## config.mk

```make
export PLATFORM = sky130hd
export DESIGN_NAME = atrp_sqrt_cell
export DESIGN_NICKNAME = d
export VERILOG_FILES = /design/src/rtl/core/atrp_pkg.sv /design/src/rtl/core/atrp_sqrt_cell.sv
export SDC_FILE = /design/constraint.sdc
export NUM_CORES = 1
export LEC_CHECK = 0
export ABC_AREA = 1
export BUFFER_PORTS_ARGS = -buffer_cell sky130_fd_sc_hd__buf_4
export CAP_MARGIN = 20
export CORE_ASPECT_RATIO = 1.25
export CORE_UTILIZATION = 45
export CTS_CLUSTER_SIZE = 25
export DETAILED_ROUTE_END_ITERATION = 8
export PLACE_DENSITY = 0.75
export SETUP_SLACK_MARGIN = 0.05
export SLEW_MARGIN = 15
export SYNTH_ARGS = -nofsm -noshare
export SYNTH_HDL_FRONTEND = slang
export SYNTH_SLANG_ARGS = --single-unit
```

## constraint.sdc

```tcl
create_clock -name clk -period 29.1 [get_ports clk]
set_clock_uncertainty 0.05 [all_clocks]
set_input_delay 7.275 -clock clk [delete_from_list [all_inputs] [get_ports clk]]
set_output_delay 7.275 -clock clk [all_outputs]
set_load 0.005 [all_outputs]
```

## src/rtl/core/atrp_pkg.sv

```systemverilog
// ----------------------------------------------------------------------------
// atrp_pkg: shared types and constants for the accelerometer tilt block
// Field widths, fixed-point formats, the arctangent table and the stage
// records that travel between the cells of the pipeline.
// ----------------------------------------------------------------------------
package atrp_pkg;

  // Sample and result fields.
  localparam int ACCEL_W = 16;
  localparam int ROLL_W  = 16;
  localparam int PITCH_W = 15;

  // Rotation stages of each vectoring chain.
  localparam int CORDIC_STAGES = 16;
  localparam int STG_W         = $clog2(CORDIC_STAGES);

  // Square root of (y^2 + z^2) * 2^32, one result bit per cell.
  localparam int SSQ_W      = 32;
  localparam int ROOT_W     = 32;
  localparam int SQRT_STEPS = ROOT_W;
  localparam int REM_W      = ROOT_W + 2;
  localparam int WORK_W     = ROOT_W + 4;

  // Vector components are counts scaled by 2^24; the root is Q16 scaled by 2^8.
  localparam int DATA_SHIFT = 24;
  localparam int ROOT_SHIFT = 8;
  localparam int DATA_W     = 44;

  // Angles are radians in Q30.
  localparam int ANG_W = 34;
  localparam logic signed [ANG_W-1:0] PI_Q30   = 34'sd3373259426;
  localparam logic [63:0]             PI_Q30_U = 64'd3373259426;

  // Radians Q30 to degrees * 128: multiply by the scale, round at bit 48.
  localparam int          DEG_FRAC       = 48;
  localparam logic [63:0] DEG_SCALE_FULL =
    ((64'd23040 << DEG_FRAC) + PI_Q30_U / 2) / PI_Q30_U;
  localparam int                 SCALE_W   = 31;
  localparam logic [SCALE_W-1:0] DEG_SCALE = DEG_SCALE_FULL[SCALE_W-1:0];
  localparam int                 MUL_W     = ANG_W + SCALE_W;
  localparam int                 DEG_W     = MUL_W - DEG_FRAC + 1;
  localparam logic [MUL_W:0]     ROUND_ADD =
    {{(MUL_W - DEG_FRAC + 1){1'b0}}, 1'b1, {(DEG_FRAC - 1){1'b0}}};

  localparam int ROLL_LIM  = 23040;
  localparam int PITCH_LIM = 11520;

  typedef struct packed {
    logic signed [ACCEL_W-1:0] x;
    logic signed [ACCEL_W-1:0] y;
    logic signed [ACCEL_W-1:0] z;
  } accel_t;

  typedef struct packed {
    logic [SSQ_W-1:0]  rad;
    logic [REM_W-1:0]  rem;
    logic [ROOT_W-1:0] root;
    accel_t            acc;
  } sqrt_t;

  typedef struct packed {
    logic signed [DATA_W-1:0] x;
    logic signed [DATA_W-1:0] y;
    logic signed [ANG_W-1:0]  ang;
  } vec_t;

  typedef struct packed {
    vec_t roll;
    vec_t pitch;
    logic roll_zero;
    logic pitch_zero;
  } cordic_t;

  // atan(2^-i) in radians, Q30, rounded to nearest.
  function automatic logic [ANG_W-1:0] atan_q30(input int unsigned idx);
    logic [ANG_W-1:0] val;
    case (idx)
      0:       val = 34'd843314857;
      1:       val = 34'd497837829;
      2:       val = 34'd263043837;
      3:       val = 34'd133525159;
      4:       val = 34'd67021687;
      5:       val = 34'd33543516;
      6:       val = 34'd16775851;
      7:       val = 34'd8388437;
      8:       val = 34'd4194283;
      9:       val = 34'd2097149;
      default: val = ANG_W'(34'd1 << (30 - idx));
    endcase
    return val;
  endfunction

endpackage

```

## src/rtl/core/atrp_sqrt_cell.sv

```systemverilog
// ----------------------------------------------------------------------------
// atrp_sqrt_cell: one bit of the restoring square root
// Takes the next two radicand bits, resolves one root bit and passes on.
// ----------------------------------------------------------------------------
module atrp_sqrt_cell import atrp_pkg::*; (
  input  logic  clk,
  input  logic  rst,
  input  logic  in_valid,
  output logic  in_ready,
  input  sqrt_t in_data,
  output logic  out_valid,
  input  logic  out_ready,
  output sqrt_t out_data
);

  logic              vld;
  sqrt_t             data;
  sqrt_t             data_next;
  logic [WORK_W-1:0] cur;
  logic [WORK_W-1:0] trial;

  always_comb begin
    cur            = {in_data.rem, in_data.rad[SSQ_W-1 -: 2]};
    trial          = {2'b00, in_data.root, 2'b01};
    data_next.acc  = in_data.acc;
    data_next.rad  = in_data.rad << 2;
    if (cur >= trial) begin
      data_next.rem  = REM_W'(cur - trial);
      data_next.root = {in_data.root[ROOT_W-2:0], 1'b1};
    end else begin
      data_next.rem  = cur[REM_W-1:0];
      data_next.root = {in_data.root[ROOT_W-2:0], 1'b0};
    end
  end

  assign in_ready = !vld || out_ready;

  always_ff @(posedge clk) begin
    if (rst) begin
      vld <= 1'b0;
    end else if (in_ready) begin
      vld <= in_valid;
    end
  end

  always_ff @(posedge clk) begin
    if (in_ready && in_valid) begin
      data <= data_next;
    end
  end

  assign out_valid = vld;
  assign out_data  = data;

  // The remainder never exceeds twice the partial root.
  a_rem_bound: assert property (@(posedge clk) disable iff (rst)
    vld |-> (data.rem <= {1'b0, data.root, 1'b0}))
    else $error("sqrt remainder exceeds twice the partial root");

endmodule

```

==> out/metrics.yaml <==
status: "finished clean"
syn-cell-area_mm2: 0.00744
routed_wl_um: 21800
dpl_cell_area_mm2: 0.00989
vias_per_cell: 4.79
hold_viol_final: 0
yosysSeqAreaShare: 0.584
antenna_found_initial: 0
cts_buffers: 17
layout_common_cells: "buf_4 (295), nand2_1 (284), edfxtp_1 (144), inv_1 (141), nor2_1 (53)"
postCtsSetupBuffers: 0
cp-end-kind: "output port"
drtAntennaViolNets: 0
fin_hold_ws_ns: 0.497
gp_congestion: 0.897
drt_pass1_iterations: 5
max_cap_violations: 0
power_density_mw_per_mm2: 55.7
start_kind: "input port"
critPathMostFrequentCell: "buf_4"
yosysWarningCount: 0
n_fill_cell: 1385
grt_pass1_vias: 6158
place_ws_ns: 14.08
initial_core_util: 0.459
fin_crit_sh: 0.516
stdcell_area_mm2: 0.0105
ir_drop_v: 0.0000392
seq_area_mm2: 0.00434
clkTransAtPathRegs_ns: 0.06
power_switching_mw: 0.155
drt-initial-drc-count: 338
layout-drive-gt1-share: 0.308
cts_num_sinks: 145
tritoncts: "yes"
synthCells: 797
clk-insertion-delay-late_ns: 0.42
cts_buffer_depth: 2
synth_top_area_frac: 0.581
coreArea_mm2: 0.0162
slowest_delay_ns: 0.14
ys_types: 26
total_leakage_power_nw: 5.18
hpwl_um: 16900
seq_power_share: 0.435
nets: 1289
worstHoldPathType: "flip-flop to flip-flop"
multi_input_comb_area_mm2: 0.00250
cp_slowest_cell: "buf_4"
wire_per_inst_um: 16.3
fp.dieArea_mm2: 0.0171
drc: 0
area_delta_synth_final_pct: 40.8
maxSlewHeadroom: 0.465
grt_first_pass_wirelength_um: 32400
rows: 52
cp.buffers_inverters: 3
drv_slew: 0
worst_pin_slew_ns: 0.803
pwr-share-comb: 0.189
h-tree-depth: 4
power_frac_clock: 0.375
setup_violations: 0
holdBufCountCts: 0
crit_path_cell_trace: "buf_4 > inv_1 > nand2_1 > buf_4"
crit_type: "input port to output port"
power_mw: 0.584
chipWidth_um: 117
grt_use_total: 0.260
tns_ns: 0
portBuffers: 295
worstPathMaxFanout: 2
setup_ws_ns: 14.08
synth_area_leaders: "edfxtp_1 (58%), nand2_1 (14%), inv_1 (7.1%)"
synth-seq-cells: 145
overflow: 0
postSynthAreaPerCell_um2: 9.34
fin_crit_ns: 15.02
grt_max_degree: 145
synth_top_area_cell: "edfxtp_1"
intPower_mw: 0.429
cts-root-buf: "clkbuf_16"
critical_path.top_delay_family: "buffers and inverters"
critPathArrivalTime_ns: 7.70
dr_total_vias: 6385
final_common_cell: "buf_4"
max_freq_mhz: 66.6
cts_resized: 0
critPathRequiredTime_ns: 21.77
grt_setup_unrepaired: "false"
netSwitchingFraction: 0.266
io_pins: 298
die_h_um: 146
antenna_cells: 0
## logic make-up after synthesis
group,synth area share
AOI/OAI and AO/OA,0.0319
and+or+nand+nor,0.224
other,0.000504
DFF,0.584
xor gates and xnor gates,0.0212
buffers and inverters,0.0816
adders and majority gates,0.0572
## layout make-up
type | count | area share
clock buffers | 18 | 0.0410
multi-input cells | 503 | 0.239
repair buffers | 296 | 0.213
inverters | 142 | 0.0511
flip-flops and latches | 145 | 0.415
well taps | 216 | 0.0258
clock inverters | 14 | 0.0149
## flip-flops by register name (all words and copies together) (netlist names)
register / flops
out_valid: 1
out_data: 144
## tightest hold or removal path: stages, from the launching register on
cell and delay [ns]:
dfxtp_1 0.34, nand2_1 0.10, a21oi_1 0.06
## power groups by stage
stage	Combinational, mW	Sequential [mW]	Clock (mW)
global placement	0.109	0.258	0
CTS	0.111	0.254	0.223
global route	0.123	0.256	0.231
finish	0.110	0.254	0.219
floorplan	0.0528	0.263	0
detailed placement	0.110	0.258	0
## Yosys cell counts
| cell type | count |
|---|---|
| nand2_1 | 284 |
| edfxtp_1 | 144 |
| inv_1 | 141 |
| nor2_1 | 53 |
| nand3_1 | 38 |
| ha_1 | 34 |
| a21oi_1 | 26 |
| xor2_1 | 15 |
| o21ai_0 | 12 |
| nand4_1 | 6 |
| nor2_2 | 6 |
| buf_4 | 5 |
| nand2_2 | 5 |
| nand3b_1 | 4 |
| o21bai_1 | 4 |
| buf_6 | 3 |
| nor3_1 | 3 |
| xnor2_1 | 3 |
| a21oi_2 | 2 |
| and2_1 | 2 |
| nand3_2 | 2 |
| conb_1 | 1 |
| dfxtp_1 | 1 |
| inv_4 | 1 |
| nand2_8 | 1 |
| nor4_1 | 1 |
## path summary, 6_finish.rpt
path	start	endpoint	slack (ns)	depth (start not counted)
hold / removal	out_valid$_SDFFE_PP0N_	out_valid$_SDFFE_PP0N_	0.50	2
setup / recovery	out_ready	in_ready	14.08	4
hold reg to reg	out_valid$_SDFFE_PP0N_	out_valid$_SDFFE_PP0N_	0.50	2
setup reg to reg	out_valid$_SDFFE_PP0N_	out_data[75]$_DFFE_PP_	27.45	2
## layer usage
layer  global-route usage  part of all wire
met4                0.110             0.031
met5                    0                 0
met3               0.0904              0.11
met2                0.443              0.50
met1                0.289              0.37
## per-stage QoR
stage | utilization | cells
floorplan | - | 798
global placement | 0.610 | 1302
detailed placement | 0.610 | 1302
CTS | 0.647 | 1334
global route | 0.647 | 1334
finish | 0.647 | 1334
(Power assumes the default switching activity.)
