## config.mk

```make
export PLATFORM = sky130hd
export DESIGN_NAME = atrp_deg_conv
export DESIGN_NICKNAME = d
export VERILOG_FILES = /design/src/rtl/core/atrp_pkg.sv /design/src/rtl/core/atrp_deg_conv.sv
export SDC_FILE = /design/constraint.sdc
export NUM_CORES = 2
export LEC_CHECK = 0
export BUFFER_PORTS_ARGS = -buffer_cell sky130_fd_sc_hd__buf_4
export CELL_PAD_IN_SITES_DETAIL_PLACEMENT = 0
export CELL_PAD_IN_SITES_GLOBAL_PLACEMENT = 1
export CORE_MARGIN = 2
export CORE_UTILIZATION = 35
export CTS_CLUSTER_SIZE = 28
export DETAILED_ROUTE_END_ITERATION = 16
export PLACE_DENSITY = 0.6
export SLEW_MARGIN = 20
export SYNTH_ARGS = -nofsm -noshare
export SYNTH_HDL_FRONTEND = slang
export SYNTH_SLANG_ARGS = --single-unit
```

## constraint.sdc

```tcl
create_clock -name clk -period 17.9 [get_ports clk]
set_input_delay 1.79 -clock clk [delete_from_list [all_inputs] [get_ports clk]]
set_output_delay 1.79 -clock clk [all_outputs]
set_load 0.005 [all_outputs]
```

## src/rtl/core/atrp_pkg.sv

```systemverilog
// ----------------------------------------------------------------------------
// atrp_pkg: shared types and constants for the accelerometer tilt block
// Field widths, fixed-point formats, the arctangent table and the stage
// records that travel between the cells of the pipeline.
// ----------------------------------------------------------------------------
package atrp_pkg;

  // Sample and result fields.
  localparam int ACCEL_W = 16;
  localparam int ROLL_W  = 16;
  localparam int PITCH_W = 15;

  // Rotation stages of each vectoring chain.
  localparam int CORDIC_STAGES = 16;
  localparam int STG_W         = $clog2(CORDIC_STAGES);

  // Square root of (y^2 + z^2) * 2^32, one result bit per cell.
  localparam int SSQ_W      = 32;
  localparam int ROOT_W     = 32;
  localparam int SQRT_STEPS = ROOT_W;
  localparam int REM_W      = ROOT_W + 2;
  localparam int WORK_W     = ROOT_W + 4;

  // Vector components are counts scaled by 2^24; the root is Q16 scaled by 2^8.
  localparam int DATA_SHIFT = 24;
  localparam int ROOT_SHIFT = 8;
  localparam int DATA_W     = 44;

  // Angles are radians in Q30.
  localparam int ANG_W = 34;
  localparam logic signed [ANG_W-1:0] PI_Q30   = 34'sd3373259426;
  localparam logic [63:0]             PI_Q30_U = 64'd3373259426;

  // Radians Q30 to degrees * 128: multiply by the scale, round at bit 48.
  localparam int          DEG_FRAC       = 48;
  localparam logic [63:0] DEG_SCALE_FULL =
    ((64'd23040 << DEG_FRAC) + PI_Q30_U / 2) / PI_Q30_U;
  localparam int                 SCALE_W   = 31;
  localparam logic [SCALE_W-1:0] DEG_SCALE = DEG_SCALE_FULL[SCALE_W-1:0];
  localparam int                 MUL_W     = ANG_W + SCALE_W;
  localparam int                 DEG_W     = MUL_W - DEG_FRAC + 1;
  localparam logic [MUL_W:0]     ROUND_ADD =
    {{(MUL_W - DEG_FRAC + 1){1'b0}}, 1'b1, {(DEG_FRAC - 1){1'b0}}};

  localparam int ROLL_LIM  = 23040;
  localparam int PITCH_LIM = 11520;

  typedef struct packed {
    logic signed [ACCEL_W-1:0] x;
    logic signed [ACCEL_W-1:0] y;
    logic signed [ACCEL_W-1:0] z;
  } accel_t;

  typedef struct packed {
    logic [SSQ_W-1:0]  rad;
    logic [REM_W-1:0]  rem;
    logic [ROOT_W-1:0] root;
    accel_t            acc;
  } sqrt_t;

  typedef struct packed {
    logic signed [DATA_W-1:0] x;
    logic signed [DATA_W-1:0] y;
    logic signed [ANG_W-1:0]  ang;
  } vec_t;

  typedef struct packed {
    vec_t roll;
    vec_t pitch;
    logic roll_zero;
    logic pitch_zero;
  } cordic_t;

  // atan(2^-i) in radians, Q30, rounded to nearest.
  function automatic logic [ANG_W-1:0] atan_q30(input int unsigned idx);
    logic [ANG_W-1:0] val;
    case (idx)
      0:       val = 34'd843314857;
      1:       val = 34'd497837829;
      2:       val = 34'd263043837;
      3:       val = 34'd133525159;
      4:       val = 34'd67021687;
      5:       val = 34'd33543516;
      6:       val = 34'd16775851;
      7:       val = 34'd8388437;
      8:       val = 34'd4194283;
      9:       val = 34'd2097149;
      default: val = ANG_W'(34'd1 << (30 - idx));
    endcase
    return val;
  endfunction

endpackage

```

## src/rtl/core/atrp_deg_conv.sv

```systemverilog
// ----------------------------------------------------------------------------
// atrp_deg_conv: radians to degrees times 128, with the output register
// Magnitude, scale multiply, then round, clamp and restore the sign.
// ----------------------------------------------------------------------------
module atrp_deg_conv import atrp_pkg::*; (
  input  logic                      clk,
  input  logic                      rst,
  input  logic                      in_valid,
  output logic                      in_ready,
  input  cordic_t                   in_data,
  output logic                      out_valid,
  input  logic                      out_ready,
  output logic signed [ROLL_W-1:0]  roll_angle,
  output logic signed [PITCH_W-1:0] pitch_angle
);

  localparam logic signed [ROLL_W-1:0]  ROLL_MAX  = ROLL_W'(ROLL_LIM);
  localparam logic signed [ROLL_W-1:0]  ROLL_MIN  = -ROLL_MAX;
  localparam logic signed [PITCH_W-1:0] PITCH_MAX = PITCH_W'(PITCH_LIM);
  localparam logic signed [PITCH_W-1:0] PITCH_MIN = -PITCH_MAX;

  logic                      a_vld;
  logic                      b_vld;
  logic                      c_vld;
  logic                      a_ready;
  logic                      b_ready;
  logic                      c_ready;
  logic [ANG_W-1:0]          roll_mag;
  logic [ANG_W-1:0]          pitch_mag;
  logic                      roll_neg;
  logic                      pitch_neg;
  logic [MUL_W-1:0]          roll_prod;
  logic [MUL_W-1:0]          pitch_prod;
  logic                      roll_neg_b;
  logic                      pitch_neg_b;
  logic [ROLL_W-1:0]         roll_res;
  logic [ROLL_W-1:0]         pitch_res;
  logic signed [ROLL_W-1:0]  roll_q;
  logic signed [PITCH_W-1:0] pitch_q;

  function automatic logic [ANG_W-1:0] ang_mag(input logic signed [ANG_W-1:0] ang,
                                               input logic zero);
    logic [ANG_W-1:0] res;
    if (zero) begin
      res = '0;
    end else if (ang[ANG_W-1]) begin
      res = ANG_W'(-ang);
    end else begin
      res = ANG_W'(ang);
    end
    return res;
  endfunction

  function automatic logic [ROLL_W-1:0] round_clamp(input logic [MUL_W-1:0] prod,
                                                    input logic [ROLL_W-1:0] lim);
    logic [MUL_W:0]    sum;
    logic [DEG_W-1:0]  d;
    logic [ROLL_W-1:0] res;
    sum = {1'b0, prod} + ROUND_ADD;
    d   = sum[MUL_W:DEG_FRAC];
    if (d > DEG_W'(lim)) begin
      res = lim;
    end else begin
      res = d[ROLL_W-1:0];
    end
    return res;
  endfunction

  assign c_ready  = !c_vld || out_ready;
  assign b_ready  = !b_vld || c_ready;
  assign a_ready  = !a_vld || b_ready;
  assign in_ready = a_ready;

  always_comb begin
    roll_res  = round_clamp(roll_prod, ROLL_W'(ROLL_LIM));
    pitch_res = round_clamp(pitch_prod, ROLL_W'(PITCH_LIM));
  end

  always_ff @(posedge clk) begin
    if (rst) begin
      a_vld <= 1'b0;
      b_vld <= 1'b0;
      c_vld <= 1'b0;
    end else begin
      if (a_ready) begin
        a_vld <= in_valid;
      end
      if (b_ready) begin
        b_vld <= a_vld;
      end
      if (c_ready) begin
        c_vld <= b_vld;
      end
    end
  end

  always_ff @(posedge clk) begin
    if (a_ready && in_valid) begin
      roll_mag  <= ang_mag(in_data.roll.ang, in_data.roll_zero);
      pitch_mag <= ang_mag(in_data.pitch.ang, in_data.pitch_zero);
      roll_neg  <= in_data.roll.ang[ANG_W-1] && !in_data.roll_zero;
      pitch_neg <= in_data.pitch.ang[ANG_W-1] && !in_data.pitch_zero;
    end
    if (b_ready && a_vld) begin
      roll_prod   <= MUL_W'(roll_mag) * MUL_W'(DEG_SCALE);
      pitch_prod  <= MUL_W'(pitch_mag) * MUL_W'(DEG_SCALE);
      roll_neg_b  <= roll_neg;
      pitch_neg_b <= pitch_neg;
    end
    if (c_ready && b_vld) begin
      roll_q  <= roll_neg_b ? -roll_res : roll_res;
      pitch_q <= PITCH_W'(pitch_neg_b ? -pitch_res : pitch_res);
    end
  end

  assign out_valid   = c_vld;
  assign roll_angle  = roll_q;
  assign pitch_angle = pitch_q;

  // The clamp keeps both angles inside their physical range.
  a_roll_range: assert property (@(posedge clk) disable iff (rst)
    c_vld |-> (roll_q <= ROLL_MAX && roll_q >= ROLL_MIN))
    else $error("roll angle outside plus or minus 180 degrees");

  a_pitch_range: assert property (@(posedge clk) disable iff (rst)
    c_vld |-> (pitch_q <= PITCH_MAX && pitch_q >= PITCH_MIN))
    else $error("pitch angle outside plus or minus 90 degrees");

endmodule
```

==> summary.md <==
For the final routed database, the setup TNS stands at 0 ns. Clock tree synthesis inserted a total of 17 buffers. The clock period minus final worst setup slack was 9.325 ns; the share of synthesized area occupied by flip-flops and latches was 10.37%. The data required time of the worst path is 18.11 ns, and the total met2 wirelength after detailed routing is 48.34 mm. After clock tree synthesis, the repair step resized 0 gates. The logs give 5 for the number of optimization iterations in the first detailed-route pass and 4.196 mm for the met3 wirelength from detailed routing.

The reported max-cap violation count is 0, and the number of failing setup endpoints in the final timing report is 0. The run finished with clean final reports. The tools report the final count of pins violating max slew as 0. Post-CTS timing repair inserted 0 buffers for setup. For this run, design rule violations remaining after detail routing come to 0. The combined area of all synthesized cells was 40,830 sq um. The width of the die works out to 345.5 microns.

The global routing usage summed across all routing layers is 18.67%, and the flip-flop and latch count after synthesis is 142. The count of buffers added on input and output ports is 106. The post-synthesis average cell area is 10.18 sq um, and the warning count from the yosys run is 0. In this run, synthesis inferred 139 flip-flops with an integrated enable.

Setup repair after global routing left no endpoint under its margin. The via count of the first global-routing pass is 28,800, and the achievable clock frequency is 0.1072 GHz. The clock reaches the later pin of the worst-skew pair after 0.49 ns. Of all flip-flops after synthesis, the portion carrying an async set or reset was 0%. In the final layout, the share of cells above drive strength 1 is 4.469%. After synthesis, the largest area contributor takes up 37.46% of total cell area. For the area inside the core boundary, the log shows 115,900 sq um. The worst hold path belongs to the class reg -> reg. In this run the number of H-tree levels came out at 4.

The area of the die is 119,400 sq um. The number of hold-repair buffers added at the cts stage was 0; the initial antenna violation count was 2. The clock-pin slew of the registers on the worst-case setup and hold paths is 0.07 ns.

0 antenna diodes ended up in the layout. The largest area contributor in the netlist is sky130_fd_sc_hd__fa_1. The gate count of the mapped netlist is 4,010. The number of hold violations in the final report came out at 0.

The actual slew at the worst max-slew pin is 1.085 ns. After detailed routing, the wire length on met1 is 54.11 mm. Across the whole layout, storage elements account for 4234 sq um. The net count reported at finish was 5,959. Total routed wirelength: 107.3 mm.

The multi-input combinational cells in the finished layout cover a total of 31,700 sq um. Measured against its own limit, the worst slew margin works out to 26.74%. The filler cell count in the final layout came out at 11,610. STA puts the critical path data arrival time at 9.54 ns.

The final worst-path cycle share is 52.10%. At the end of routability-driven placement, the weighted congestion stood at 0.8707. On the final layout, the worst clock skew is 0.01910 ns.

Highest signal layer in the routed design: met4. The clock passes through at most 2 buffers. The tools report the largest net degree at the start of global routing as 63.

STA classifies the critical path startpoint as a register. The first routing iteration left 1,120 violations. The post-detailed-route via-to-cell ratio works out to 4.654. In the synthesized netlist the dominant register cell turns out to be sky130_fd_sc_hd__edfxtp_1. The count of different cell masters after synthesis came out at 68.

Once detailed placement completed, the half-perimeter wirelength came to 94.86 mm. Relative to the synthesized area, the layout overhead comes to 8.277%. The die boundary height was 345.5 microns.

The first global-routing pass estimated 169.7 mm of wire. The initial utilization of the core area, before any placement, comes to 35.23%. I/O pin total: 283. The overall overflow remaining after global route is 0. The number of rows created at floorplan came out at 125.

In this run the worst path has a maximum fanout of 11. The number of nets handed over by synthesis was 5,842. The number of vias after detailed routing is 26,360, and the routed wirelength normalized by instance count is 18.95 microns. Yosys attributes the largest share of cell area to sky130_fd_sc_hd__fa_1 (37%), sky130_fd_sc_hd__ha_1 (25%), sky130_fd_sc_hd__inv_1 (12%), sky130_fd_sc_hd__edfxtp_1 (10%), sky130_fd_sc_hd__xor2_1 (2.2%). Category of the most critical setup path: reg -> reg. CTS saw 142 sinks. Once detail routing completed, the nets flagged for antenna violations numbered 0. CTS placed an instance of sky130_fd_sc_hd__clkbuf_16 at the clock tree root. TritonCTS built the clock tree. The worst setup path is captured at a register.
## worst max-delay path: stages, from the launching register on
cell and delay [ns]:
sky130_fd_sc_hd__edfxtp_1 0.71, sky130_fd_sc_hd__fa_1 0.59, sky130_fd_sc_hd__fa_1 0.54, sky130_fd_sc_hd__inv_1 0.05, sky130_fd_sc_hd__fa_1 0.50, sky130_fd_sc_hd__fa_1 0.52
sky130_fd_sc_hd__fa_1 0.55, sky130_fd_sc_hd__inv_1 0.05, sky130_fd_sc_hd__fa_1 0.39, sky130_fd_sc_hd__fa_1 0.51, sky130_fd_sc_hd__inv_1 0.05, sky130_fd_sc_hd__fa_1 0.51
sky130_fd_sc_hd__inv_1 0.06, sky130_fd_sc_hd__ha_1 0.30, sky130_fd_sc_hd__a21oi_1 0.51, sky130_fd_sc_hd__o2111ai_1 0.28, sky130_fd_sc_hd__a21oi_1 0.56, sky130_fd_sc_hd__nor3_1 0.23
sky130_fd_sc_hd__a2111oi_2 0.83, sky130_fd_sc_hd__o31ai_1 0.36, sky130_fd_sc_hd__a311oi_1 0.56, sky130_fd_sc_hd__o21ai_0 0.21, sky130_fd_sc_hd__xor2_1 0.17
## kinds of logic after synthesis
| logic type | after synthesis | synth area share (%) |
|---|---|---|
| simple gates | 423 | 5.179 |
| fa+ha+maj | 1582 | 62.53 |
| buf+inv | 1314 | 12.08 |
| flops | 142 | 10.37 |
| mux | 7 | 0.1747 |
| compound gates | 384 | 6.279 |
| xor+xnor | 158 | 3.389 |
## cell type report
type | count | share of cell area, %
inverters | 1284 | 10.90
clock inverters | 14 | 0.3623
repair buffers | 128 | 2.174
clock buffers | 18 | 0.9708
flip-flops and latches | 142 | 9.577
multi-input cells | 2554 | 71.70
well taps | 1524 | 4.313
## cell usage in the layout (no fill, tap or decap), types with 67 or more instances in the layout
master,count
sky130_fd_sc_hd__fa_1,764
sky130_fd_sc_hd__edfxtp_1,139
sky130_fd_sc_hd__a21o_1,67
sky130_fd_sc_hd__inv_1,1284
sky130_fd_sc_hd__xor2_1,102
sky130_fd_sc_hd__ha_1,818
sky130_fd_sc_hd__nand2_1,93
sky130_fd_sc_hd__nor2_1,130
sky130_fd_sc_hd__a21oi_1,91
sky130_fd_sc_hd__buf_4,128
sky130_fd_sc_hd__o21ai_0,67
## per-stage QoR
stage	cell area, sq um	util [%]	setup slack [ns]	hold slack, ns	std cells
after floorplan	40830	-	10.53	0.4003	4010
after global placement	43610	37.63	8.008	0.4097	5632
after detailed placement	43620	37.64	8.478	0.4206	5632
after CTS	44210	38.15	8.436	0.4370	5664
after global routing	44210	38.15	7.949	0.4485	5664
final	44210	38.15	8.575	0.4331	5664
## routing by layer
metal / vias to the layer above / track usage (%)
met5: - / 0
met4: 0 / 2.202
met2: 361 / 29.72
li1: 12780 / -
met3: 31 / 2.523
met1: 13190 / 27.70
## synth_stat cells, types with 13 or more instances
master,number
sky130_fd_sc_hd__a21o_1,67
sky130_fd_sc_hd__a21oi_1,91
sky130_fd_sc_hd__and2_1,15
sky130_fd_sc_hd__clkbuf_1,29
sky130_fd_sc_hd__edfxtp_1,139
sky130_fd_sc_hd__fa_1,764
sky130_fd_sc_hd__ha_1,818
sky130_fd_sc_hd__inv_1,1284
sky130_fd_sc_hd__nand2_1,93
sky130_fd_sc_hd__nand3_1,39
sky130_fd_sc_hd__nand4_1,32
sky130_fd_sc_hd__nor2_1,130
sky130_fd_sc_hd__nor3_1,14
sky130_fd_sc_hd__nor4_1,13
sky130_fd_sc_hd__o21ai_0,67
sky130_fd_sc_hd__o21bai_1,15
sky130_fd_sc_hd__o31ai_1,26
sky130_fd_sc_hd__xnor2_1,56
sky130_fd_sc_hd__xor2_1,102
## final timing paths
| path | end | slack [ns] | start | cells after the start |
|---|---|---|---|---|
| setup / recovery | pitch_prod[60] | 8.57 | pitch_mag[5] | 22 |
| hold / removal | roll_neg_b | 0.43 | roll_neg | 0 |
| setup reg to reg | pitch_prod[60] | 8.57 | pitch_mag[5] | 22 |
| hold reg to reg | roll_neg_b | 0.43 | roll_neg | 0 |
## state kept, by name, indices dropped and copies added, names as in the netlist
register	flops
pitch_neg	1
pitch_angle	15
pitch_prod	18
roll_mag	34
roll_prod	18
roll_angle	16
a_vld	1
pitch_mag	34
roll_neg_b	1
pitch_neg_b	1
b_vld	1
roll_neg	1
out_valid	1
Power is left out: the tool's default activity adds up to more than one toggle a clock period on the data nets, which glitch-free logic cannot reach.
