==> config.mk <==
export PLATFORM = sky130hd
export DESIGN_NAME = atrp_cordic_cell
export DESIGN_NICKNAME = d
export VERILOG_FILES = /design/src/rtl/core/atrp_pkg.sv /design/src/rtl/core/atrp_cordic_cell.sv
export SDC_FILE = /design/constraint.sdc
export NUM_CORES = 1
export LEC_CHECK = 0
export BUFFER_PORTS_ARGS = -buffer_cell sky130_fd_sc_hd__buf_2
export CAP_MARGIN = 0
export CORE_AREA = 2 2 314 254
export CTS_BUF_LIST = sky130_fd_sc_hd__clkbuf_4 sky130_fd_sc_hd__clkbuf_8 sky130_fd_sc_hd__clkbuf_16
export DETAILED_ROUTE_END_ITERATION = 16
export DIE_AREA = 0 0 316 256
export PLACE_DENSITY = 0.73
export SYNTH_ARGS = -nofsm -noshare
export SYNTH_HDL_FRONTEND = slang
export SYNTH_SLANG_ARGS = --single-unit
==> constraint.sdc <==
create_clock -name clk -period 8.8 [get_ports clk]
set_input_delay 0.44 -clock clk [delete_from_list [all_inputs] [get_ports clk]]
set_output_delay 0.44 -clock clk [all_outputs]
set_load 0.1 [all_outputs]
==> src/rtl/core/atrp_pkg.sv <==
// ----------------------------------------------------------------------------
// atrp_pkg: shared types and constants for the accelerometer tilt block
// Field widths, fixed-point formats, the arctangent table and the stage
// records that travel between the cells of the pipeline.
// ----------------------------------------------------------------------------
package atrp_pkg;

  // Sample and result fields.
  localparam int ACCEL_W = 16;
  localparam int ROLL_W  = 16;
  localparam int PITCH_W = 15;

  // Rotation stages of each vectoring chain.
  localparam int CORDIC_STAGES = 16;
  localparam int STG_W         = $clog2(CORDIC_STAGES);

  // Square root of (y^2 + z^2) * 2^32, one result bit per cell.
  localparam int SSQ_W      = 32;
  localparam int ROOT_W     = 32;
  localparam int SQRT_STEPS = ROOT_W;
  localparam int REM_W      = ROOT_W + 2;
  localparam int WORK_W     = ROOT_W + 4;

  // Vector components are counts scaled by 2^24; the root is Q16 scaled by 2^8.
  localparam int DATA_SHIFT = 24;
  localparam int ROOT_SHIFT = 8;
  localparam int DATA_W     = 44;

  // Angles are radians in Q30.
  localparam int ANG_W = 34;
  localparam logic signed [ANG_W-1:0] PI_Q30   = 34'sd3373259426;
  localparam logic [63:0]             PI_Q30_U = 64'd3373259426;

  // Radians Q30 to degrees * 128: multiply by the scale, round at bit 48.
  localparam int          DEG_FRAC       = 48;
  localparam logic [63:0] DEG_SCALE_FULL =
    ((64'd23040 << DEG_FRAC) + PI_Q30_U / 2) / PI_Q30_U;
  localparam int                 SCALE_W   = 31;
  localparam logic [SCALE_W-1:0] DEG_SCALE = DEG_SCALE_FULL[SCALE_W-1:0];
  localparam int                 MUL_W     = ANG_W + SCALE_W;
  localparam int                 DEG_W     = MUL_W - DEG_FRAC + 1;
  localparam logic [MUL_W:0]     ROUND_ADD =
    {{(MUL_W - DEG_FRAC + 1){1'b0}}, 1'b1, {(DEG_FRAC - 1){1'b0}}};

  localparam int ROLL_LIM  = 23040;
  localparam int PITCH_LIM = 11520;

  typedef struct packed {
    logic signed [ACCEL_W-1:0] x;
    logic signed [ACCEL_W-1:0] y;
    logic signed [ACCEL_W-1:0] z;
  } accel_t;

  typedef struct packed {
    logic [SSQ_W-1:0]  rad;
    logic [REM_W-1:0]  rem;
    logic [ROOT_W-1:0] root;
    accel_t            acc;
  } sqrt_t;

  typedef struct packed {
    logic signed [DATA_W-1:0] x;
    logic signed [DATA_W-1:0] y;
    logic signed [ANG_W-1:0]  ang;
  } vec_t;

  typedef struct packed {
    vec_t roll;
    vec_t pitch;
    logic roll_zero;
    logic pitch_zero;
  } cordic_t;

  // atan(2^-i) in radians, Q30, rounded to nearest.
  function automatic logic [ANG_W-1:0] atan_q30(input int unsigned idx);
    logic [ANG_W-1:0] val;
    case (idx)
      0:       val = 34'd843314857;
      1:       val = 34'd497837829;
      2:       val = 34'd263043837;
      3:       val = 34'd133525159;
      4:       val = 34'd67021687;
      5:       val = 34'd33543516;
      6:       val = 34'd16775851;
      7:       val = 34'd8388437;
      8:       val = 34'd4194283;
      9:       val = 34'd2097149;
      default: val = ANG_W'(34'd1 << (30 - idx));
    endcase
    return val;
  endfunction

endpackage

==> src/rtl/core/atrp_cordic_cell.sv <==
// ----------------------------------------------------------------------------
// atrp_cordic_cell: one vectoring rotation for the roll and pitch vectors
// Drives each vector toward the x axis and accumulates the turned angle.
// ----------------------------------------------------------------------------
module atrp_cordic_cell import atrp_pkg::*; (
  input  logic             clk,
  input  logic             rst,
  input  logic [STG_W-1:0] stage_shift,
  input  logic [ANG_W-1:0] atan_step,
  input  logic             in_valid,
  output logic             in_ready,
  input  cordic_t          in_data,
  output logic             out_valid,
  input  logic             out_ready,
  output cordic_t          out_data
);

  logic    vld;
  cordic_t data;
  cordic_t data_next;

  function automatic vec_t rotate(input vec_t v, input logic [STG_W-1:0] sh,
                                  input logic [ANG_W-1:0] step);
    vec_t                     res;
    logic signed [DATA_W-1:0] vx;
    logic signed [DATA_W-1:0] vy;
    logic signed [DATA_W-1:0] xs;
    logic signed [DATA_W-1:0] ys;
    logic signed [ANG_W-1:0]  da;
    vx = v.x;
    vy = v.y;
    xs = vx >>> sh;
    ys = vy >>> sh;
    da = $signed(step);
    if (!vy[DATA_W-1]) begin
      res.x   = vx + ys;
      res.y   = vy - xs;
      res.ang = v.ang + da;
    end else begin
      res.x   = vx - ys;
      res.y   = vy + xs;
      res.ang = v.ang - da;
    end
    return res;
  endfunction

  always_comb begin
    data_next.roll       = rotate(in_data.roll, stage_shift, atan_step);
    data_next.pitch      = rotate(in_data.pitch, stage_shift, atan_step);
    data_next.roll_zero  = in_data.roll_zero;
    data_next.pitch_zero = in_data.pitch_zero;
  end

  assign in_ready = !vld || out_ready;

  always_ff @(posedge clk) begin
    if (rst) begin
      vld <= 1'b0;
    end else if (in_ready) begin
      vld <= in_valid;
    end
  end

  always_ff @(posedge clk) begin
    if (in_ready && in_valid) begin
      data <= data_next;
    end
  end

  assign out_valid = vld;
  assign out_data  = data;

  // Both vectors start in the right half plane and the x part only grows.
  a_x_nonneg: assert property (@(posedge clk) disable iff (rst)
    vld |-> (!data.roll.x[DATA_W-1] && !data.pitch.x[DATA_W-1]))
    else $error("vectoring x component went negative");

endmodule

==> impl_metrics.json, run 1 <==
{
  "skew_ns": 0.0138,
  "critPathArrivalTime_ns": 7.28,
  "avgSynthCellArea_sq_um": 8.94,
  "setup_ws_ns": 1.88,
  "die_area_sq_um": 80900,
  "die_w_um": 316,
  "post-route-drc-count": 0,
  "dp.cells": 5280,
  "yosysWarningCount": 0,
  "timing.final.crit_share_pct": 78.6,
  "wl_per_cell_um": 22.7,
  "fillers": 7345,
  "crit_path_start_kind": "input pin",
  "vias": 33229,
  "clk_pin_slew_ns": 0.06,
  "ys_async_sr_fraction_pct": 0,
  "syn_area_sq_um": 34600,
  "rsz0062_at_grt": "no",
  "clock.fmax_mhz": 145,
  "start_util_pct": 44.5,
  "worstSetupEndpointType": "flip-flop",
  "max_cap_viol_count": 0,
  "dr.first_iter.drc_count": 4067,
  "leakagePower_nw": 16.6,
  "worstMarginPinSlew_ns": 1.05,
  "row_count": 92,
  "worstPathRequired_ns": 9.16,
  "gr-total-overflow": 0,
  "cts_max_level": 1,
  "slew_headroom_pct": 29.2,
  "cts_tree": "yes",
  "core-area_sq_um": 77900,
  "fin_cells": 5355,
  "grt_max_degree": 147,
  "antenna_found_initial": 27,
  "fin_area_sq_um": 39000,
  "syn_nets": 4432,
  "synth-seq-cells": 247,
  "ys_types": 98,
  "place_area_sq_um": 37900,
  "min_period_ns": 6.92,
  "yosysSeqAreaShare_pct": 21.4,
  "cts_root_buffer": "clkbuf_16",
  "io_buffer_count": 535,
  "numCtsBuffers": 30,
  "area_growth_pct": 12.6,
  "routed_via_density": 6.21,
  "synth_cells": 3875,
  "synthFlopType": "edfxtp_1",
  "grt_pass1_vias": 30586,
  "hold_class": "in2reg",
  "hold_viol_final": 0,
  "ir_drop_uv": 184,
  "die_h_um": 256,
  "synth-edff-count": 246,
  "place_congestion": 0.963,
  "ios": 536,
  "whs_ns": 0.0678,
  "drtPass1Iterations": 6,
  "fin_setup_tns_ns": 0,
  "total_power_mw": 8.49,
  "hpwl_um": 95700,
  "crit_fanout": 101,
  "globalRouteTotalUtil_pct": 28.7,
  "grt_first_pass_wirelength_um": 183000,
  "drt-total-wl_um": 122000,
  "nNetsFinal": 4838,
  "final-setup-viol-count": 0,
  "outcome": "completed",
  "layout-drive-gt1-share_pct": 20.6,
  "dp_slack_ns": 1.49,
  "antenna_left": 0,
  "worstSetupPathType": "in2reg",
  "utilization_pct": 50.1,
  "powerDensity_nw_per_um2": 218,
  "clk_latency_ns": 0.62,
  "clock_path_buffers": 3,
  "slew_violations": 0,
  "clock_sinks": 247,
  "r2r_slack_ns": 6.56
}
critical path, cell delays in order:
cell and delay (ns):
clkbuf_8 0.60, buf_4 0.62, mux4_2 0.61, and2_1 0.19
a211oi_1 0.34, a32o_1 0.22, nand3_1 0.20, nor2_1 0.27
and2_1 0.23, nand2_1 0.10, inv_1 0.15, a21oi_1 0.09
xnor2_1 0.16, ha_1 0.39, a21o_1 0.21, a21o_1 0.16
a21oi_1 0.12, o21ai_0 0.11, a31oi_1 0.19, o21ai_0 0.17
o41ai_1 0.45, buf_4 0.21, o21ai_0 0.21, a221o_1 0.41
a21oi_1 0.19, xnor2_1 0.09
cells in the mapped netlist, types with 11 or more instances:
cell	n	area share, %
nor4_1	20	0.36
ha_1	263	9.5
nand2b_1	46	0.83
buf_2	52	0.75
inv_1	102	1.1
clkbuf_1	71	0.77
mux4_2	151	9.8
nand4_1	27	0.49
nor2_1	305	3.3
o21ai_0	196	2.8
buf_4	15	0.33
o31ai_1	11	0.24
buf_6	13	0.42
o22ai_1	11	0.20
o211ai_1	27	0.59
or2_2	14	0.25
nand3_1	73	1.1
mux2_2	67	2.2
edfxtp_1	246	21
nor2b_1	46	0.83
and3_1	42	0.76
a211o_1	14	0.35
mux4_1	31	2.4
a31oi_1	71	1.3
and4_1	13	0.33
buf_1	34	0.37
xnor2_1	284	7.2
a211oi_1	43	0.93
a21oi_1	390	5.6
o21a_1	54	1.2
a21boi_0	11	0.24
or3_1	13	0.23
o21bai_1	33	0.72
nand2_1	388	4.2
and2_1	50	0.90
xor2_1	142	3.6
nor3_1	69	1.0
mux2i_1	111	3.2
a21o_1	156	3.4
cell families (layout without fill, tap and decap cells):
| group | after synthesis | after routing | synth area share (%) |
|---|---|---|---|
| compound gates | 1126 | 1126 | 20.5 |
| xor+xnor | 426 | 426 | 10.8 |
| fa+ha+maj | 269 | 269 | 9.85 |
| buf+inv | 296 | 726 | 4.12 |
| flops | 247 | 247 | 21.4 |
| mux | 361 | 361 | 17.6 |
| other cells | 0 | 16 | 0 |
| simple gates | 1150 | 1150 | 15.7 |
metal layers:
layer / routed length (um) / GRT usage, % / vias to the layer above / part of all wire, %
met1: 51700 / 40.8 / 15772 / 42
met2: 52000 / 41.9 / 1753 / 43
met4: 4190 / 9.49 / 22 / 3.4
li1: - / - / 15431 / -
met5: 133 / 0 / - / 0.11
met3: 13800 / 7.77 / 251 / 11
cells in the final DEF (no fill, tap or decap), types with 46 or more instances in the layout:
master,synthesis,layout
buf_2,52,529
a21oi_1,390,390
nand2_1,388,388
nor2_1,305,305
xnor2_1,284,284
ha_1,263,263
edfxtp_1,246,246
o21ai_0,196,196
a21o_1,156,156
mux4_2,151,151
xor2_1,142,142
mux2i_1,111,111
inv_1,102,100
nand3_1,73,73
a31oi_1,71,71
nor3_1,69,69
mux2_2,67,67
o21a_1,54,54
and2_1,50,49
nand2b_1,46,46
nor2b_1,46,46
flip-flops by register name, summed over array words and instances (netlist names):
| signal | count |
|---|---|
| out_valid | 1 |
| out_data | 246 |
final timing paths:
kind                            cells after the start                   start                       to
worst max-delay path                               26          stage_shift[3]   out_data[78]$_DFFE_PP_
worst max register to register                      3  out_valid$_SDFFE_PP0N_  out_data[234]$_DFFE_PP_
worst min-delay path                                3                in_valid   out_valid$_SDFFE_PP0N_
worst min register to register                      2  out_valid$_SDFFE_PP0N_   out_valid$_SDFFE_PP0N_
layout make-up:
class	count	area, sq um	share of cell area [%]
tap	1034	1290	3.32
clock inverter	25	309	0.792
sequential	247	7410	19.0
inverter	105	399	1.02
multi-input combinational	3332	25800	66.2
timing repair buffer	565	2970	7.62
antenna	16	40.0	0.103
clock buffer	31	776	1.99
timing repair:
action                                  in CTS  in global routing
hold buffers                                 3                  0
setup buffers                                0                  0
resized for setup                            0                  0
hold endpoints to repair                     3                  0
endpoints found under the setup margin       0                  0
where the power goes:
group | internal (mW) | leakage [nW] | switching (mW)
clock | 0.842 | 0.538 | 0.559
sequential | 1.70 | 2.39 | 0.0657
combinational | 1.46 | 13.7 | 3.86
total | 4.01 | 16.6 | 4.48
(Power assumes the default switching activity.)
==> run 2, diff against run 1 <==
Settings changed: ABC_AREA from default to 1, CORE_AREA 2 2 314 254 to 2 2 327 265, DIE_AREA 0 0 316 256 to 0 0 329 267.
Clock period 8.8 ns to 6.8 ns, I/O delays scaled along.
==> run 2 against run 1 <==
Wire length is 39% higher; sequential power grew 28%; cell count up 44%; highest routed layer unchanged; count of clock-buffer cells in the layout up 3; clock power rose by 9%; sequential share of layout area is 1.4 points lower.
==> impl_metrics.json, run 2 <==
{
  "clk_pin_slew_ns": 0.06,
  "nNetsFinal": 7124,
  "cts_tree": "yes",
  "hpwl_um": 141000,
  "synth_compound_area_share_pct": 13.2,
  "cts_max_level": 1,
  "outcome": "completed",
  "final-setup-viol-count": 0,
  "synth_cells": 6151,
  "avgSynthCellArea_sq_um": 6.14,
  "path_cells": "buf_6 -> inv_4 -> buf_4 -> nand2_2 -> nand3_1 -> nand3_1 -> nand2_1 -> o21ai_2 -> inv_2 -> nor2_4 -> inv_1 -> nand2_1 -> xnor2_1 -> inv_1 -> ha_1 -> a21oi_1 -> a21boi_0 -> o21ai_0 -> a21oi_1 -> o21ai_0 -> a21oi_1 -> xor2_1",
  "final_cell_mix": "1,831 x nand2_1, 1,047 x nand3_1, 563 x nor2_1",
  "antenna_left": 0,
  "crit_path_start_kind": "input pin",
  "worstSetupPathType": "in2reg",
  "ys_async_sr_fraction_pct": 0,
  "synth-seq-cells": 247,
  "utilization_pct": 49.8,
  "critPathSlowestCell": "a21boi_0",
  "hold_viol_final": 0,
  "clock.fmax_mhz": 177,
  "whs_ns": 0.0335,
  "crit_fanout": 93,
  "dr.first_iter.drc_count": 6339,
  "synth_common_cells": "1,831 x nand2_1, 1,047 x nand3_1, 563 x nor2_1, 502 x inv_1, 295 x a21oi_1",
  "skew_ns": 0.0173,
  "dp.cells": 7660,
  "routed_via_density": 5.87,
  "io_buffer_count": 535,
  "dp_slack_ns": 0.954,
  "grt_first_pass_wirelength_um": 248000,
  "rsz0062_at_grt": "no",
  "die_h_um": 267,
  "worstMarginPinSlew_ns": 1.29,
  "powerDensity_nw_per_um2": 259,
  "largest_reg_flops": 246,
  "numCtsBuffers": 29,
  "gr-total-overflow": 0,
  "grt_max_degree": 177,
  "critPathArrivalTime_ns": 6.03,
  "globalRouteTotalUtil_pct": 36.8,
  "ys_types": 55,
  "layout-drive-gt1-share_pct": 11.5,
  "synth-edff-count": 246,
  "drt-total-wl_um": 169000,
  "grt_pass1_vias": 40783,
  "yosys-top-cells-area": "edfxtp_1 20%, nand2_1 18%, nand3_1 14%",
  "fin_setup_tns_ns": 0,
  "worstSetupEndpointType": "flip-flop",
  "total_power_mw": 10.9,
  "fin_cells": 7725,
  "yosysSeqAreaShare_pct": 19.6,
  "cts_root_buffer": "clkbuf_16",
  "area_growth_pct": 11.6,
  "synth_fa_ha_area_share_pct": 9.03,
  "die_area_sq_um": 87800,
  "yosysWarningCount": 0,
  "slew_headroom_pct": 13.4,
  "ios": 536,
  "syn_nets": 6708,
  "syn_area_sq_um": 37800,
  "slew_violations": 0,
  "vias": 45384,
  "synthFlopType": "edfxtp_1",
  "worstPathRequired_ns": 7.16,
  "clock_path_buffers": 3,
  "wl_per_cell_um": 21.9,
  "drtPass1Iterations": 7,
  "min_period_ns": 5.67,
  "fin_area_sq_um": 42200,
  "ir_drop_uv": 291,
  "die_w_um": 329,
  "clk_latency_ns": 0.63,
  "max_stage_delay_ns": 0.75,
  "start_util_pct": 44.6,
  "synth_most_common_cell": "nand2_1",
  "place_congestion": 1.11,
  "crit_top_cell": "a21oi_1",
  "antenna_found_initial": 9,
  "place_area_sq_um": 41200,
  "synth_xor_area_share_pct": 8.18,
  "hold_class": "in2reg",
  "row_count": 96,
  "mostFrequentLayoutCell": "nand2_1",
  "core-area_sq_um": 84700,
  "synth_top_cell_by_area": "edfxtp_1",
  "timing.final.crit_share_pct": 83.3,
  "critPathBufInv": 6,
  "max_cap_viol_count": 0,
  "setup_ws_ns": 1.13,
  "path_delay_family": "compound AO/OA/AOI/OAI gates",
  "clock_sinks": 247,
  "post-route-drc-count": 0,
  "muxShareOfSynthArea_pct": 0,
  "synth_top_family_by_area": "simple AND/OR/NAND/NOR gates",
  "synth_top_area_share_pct": 19.6,
  "leakagePower_nw": 19.9,
  "synth-simple-area-share_pct": 42.1
}
==> run 2: changes by cell type after synthesis, sizes merged, moves of 49 or more <==
cell | previous run | this run
o21ai | 199 | 364
xor2 | 142 | 252
nor2 | 305 | 598
mux2i | 112 | 0
nand2 | 389 | 1865
a21o | 156 | 23
a21oi | 390 | 295
mux4 | 182 | 0
and2 | 51 | 2
inv | 105 | 522
mux2 | 67 | 0
nand4 | 27 | 80
nand3 | 73 | 1054
xnor2 | 284 | 101
==> run 2: layer usage <==
layer	GRT usage [%]	part of all wire, %
met1	52.3	43
met2	55.7	42
met3	6.52	10
met4	12.6	3.9
met5	0	0.013
==> run 2: worst min-delay path, delay by kind of cell <==
family,cells,cell delay [ns]
buf+inv,2,0.13
simple gates,1,0.08
compound gates,1,0.06
==> run 2: kinds of logic (layout without fill, tap and decap cells) <==
logic type	Yosys count	in the layout
AND/OR/NAND/NOR	3700	3700
AO/OA/AOI/OAI	870	870
buffers and inverters	712	1148
XOR/XNOR	353	353
adder cells (fa/ha/maj)	269	269
flip-flops	247	247
other	0	11
==> run 2: final timing paths <==
check	end	from	cells past startpoint	slack, ns
worst max-delay path	out_data[63]$_DFFE_PP_	stage_shift[0]	22	1.13
worst min-delay path	out_valid$_SDFFE_PP0N_	out_ready	4	0.03
worst max register to register	out_data[205]$_DFFE_PP_	out_valid$_SDFFE_PP0N_	3	4.36
worst min register to register	out_valid$_SDFFE_PP0N_	out_valid$_SDFFE_PP0N_	2	0.60
==> run 2: report_power, final <==
group | switching [mW] | internal, mW
combinational | 5.54 | 1.57
clock | 0.695 | 0.835
sequential | 0.0910 | 2.18
==> run 2: timing repair <==
item                                    4_1_cts  5_1_grt
endpoints found under the setup margin        0        0
endpoints found under the hold margin         3        0
hold buffers                                  3        0
setup buffers                                 0        0
resized for setup                             0        0
==> run 2: area by class of cell <==
| cell class | instances | area (sq um) |
|---|---|---|
| Fill cell | 8960 | 42500 |
| Multi-Input combinational cell | 5192 | 27400 |
| Sequential cell | 247 | 7410 |
| Timing Repair Buffer | 575 | 3050 |
| Inverter | 522 | 1980 |
| Tap cell | 1127 | 1410 |
| Clock buffer | 34 | 763 |
| Clock inverter | 17 | 125 |
| Antenna cell | 11 | 27.5 |
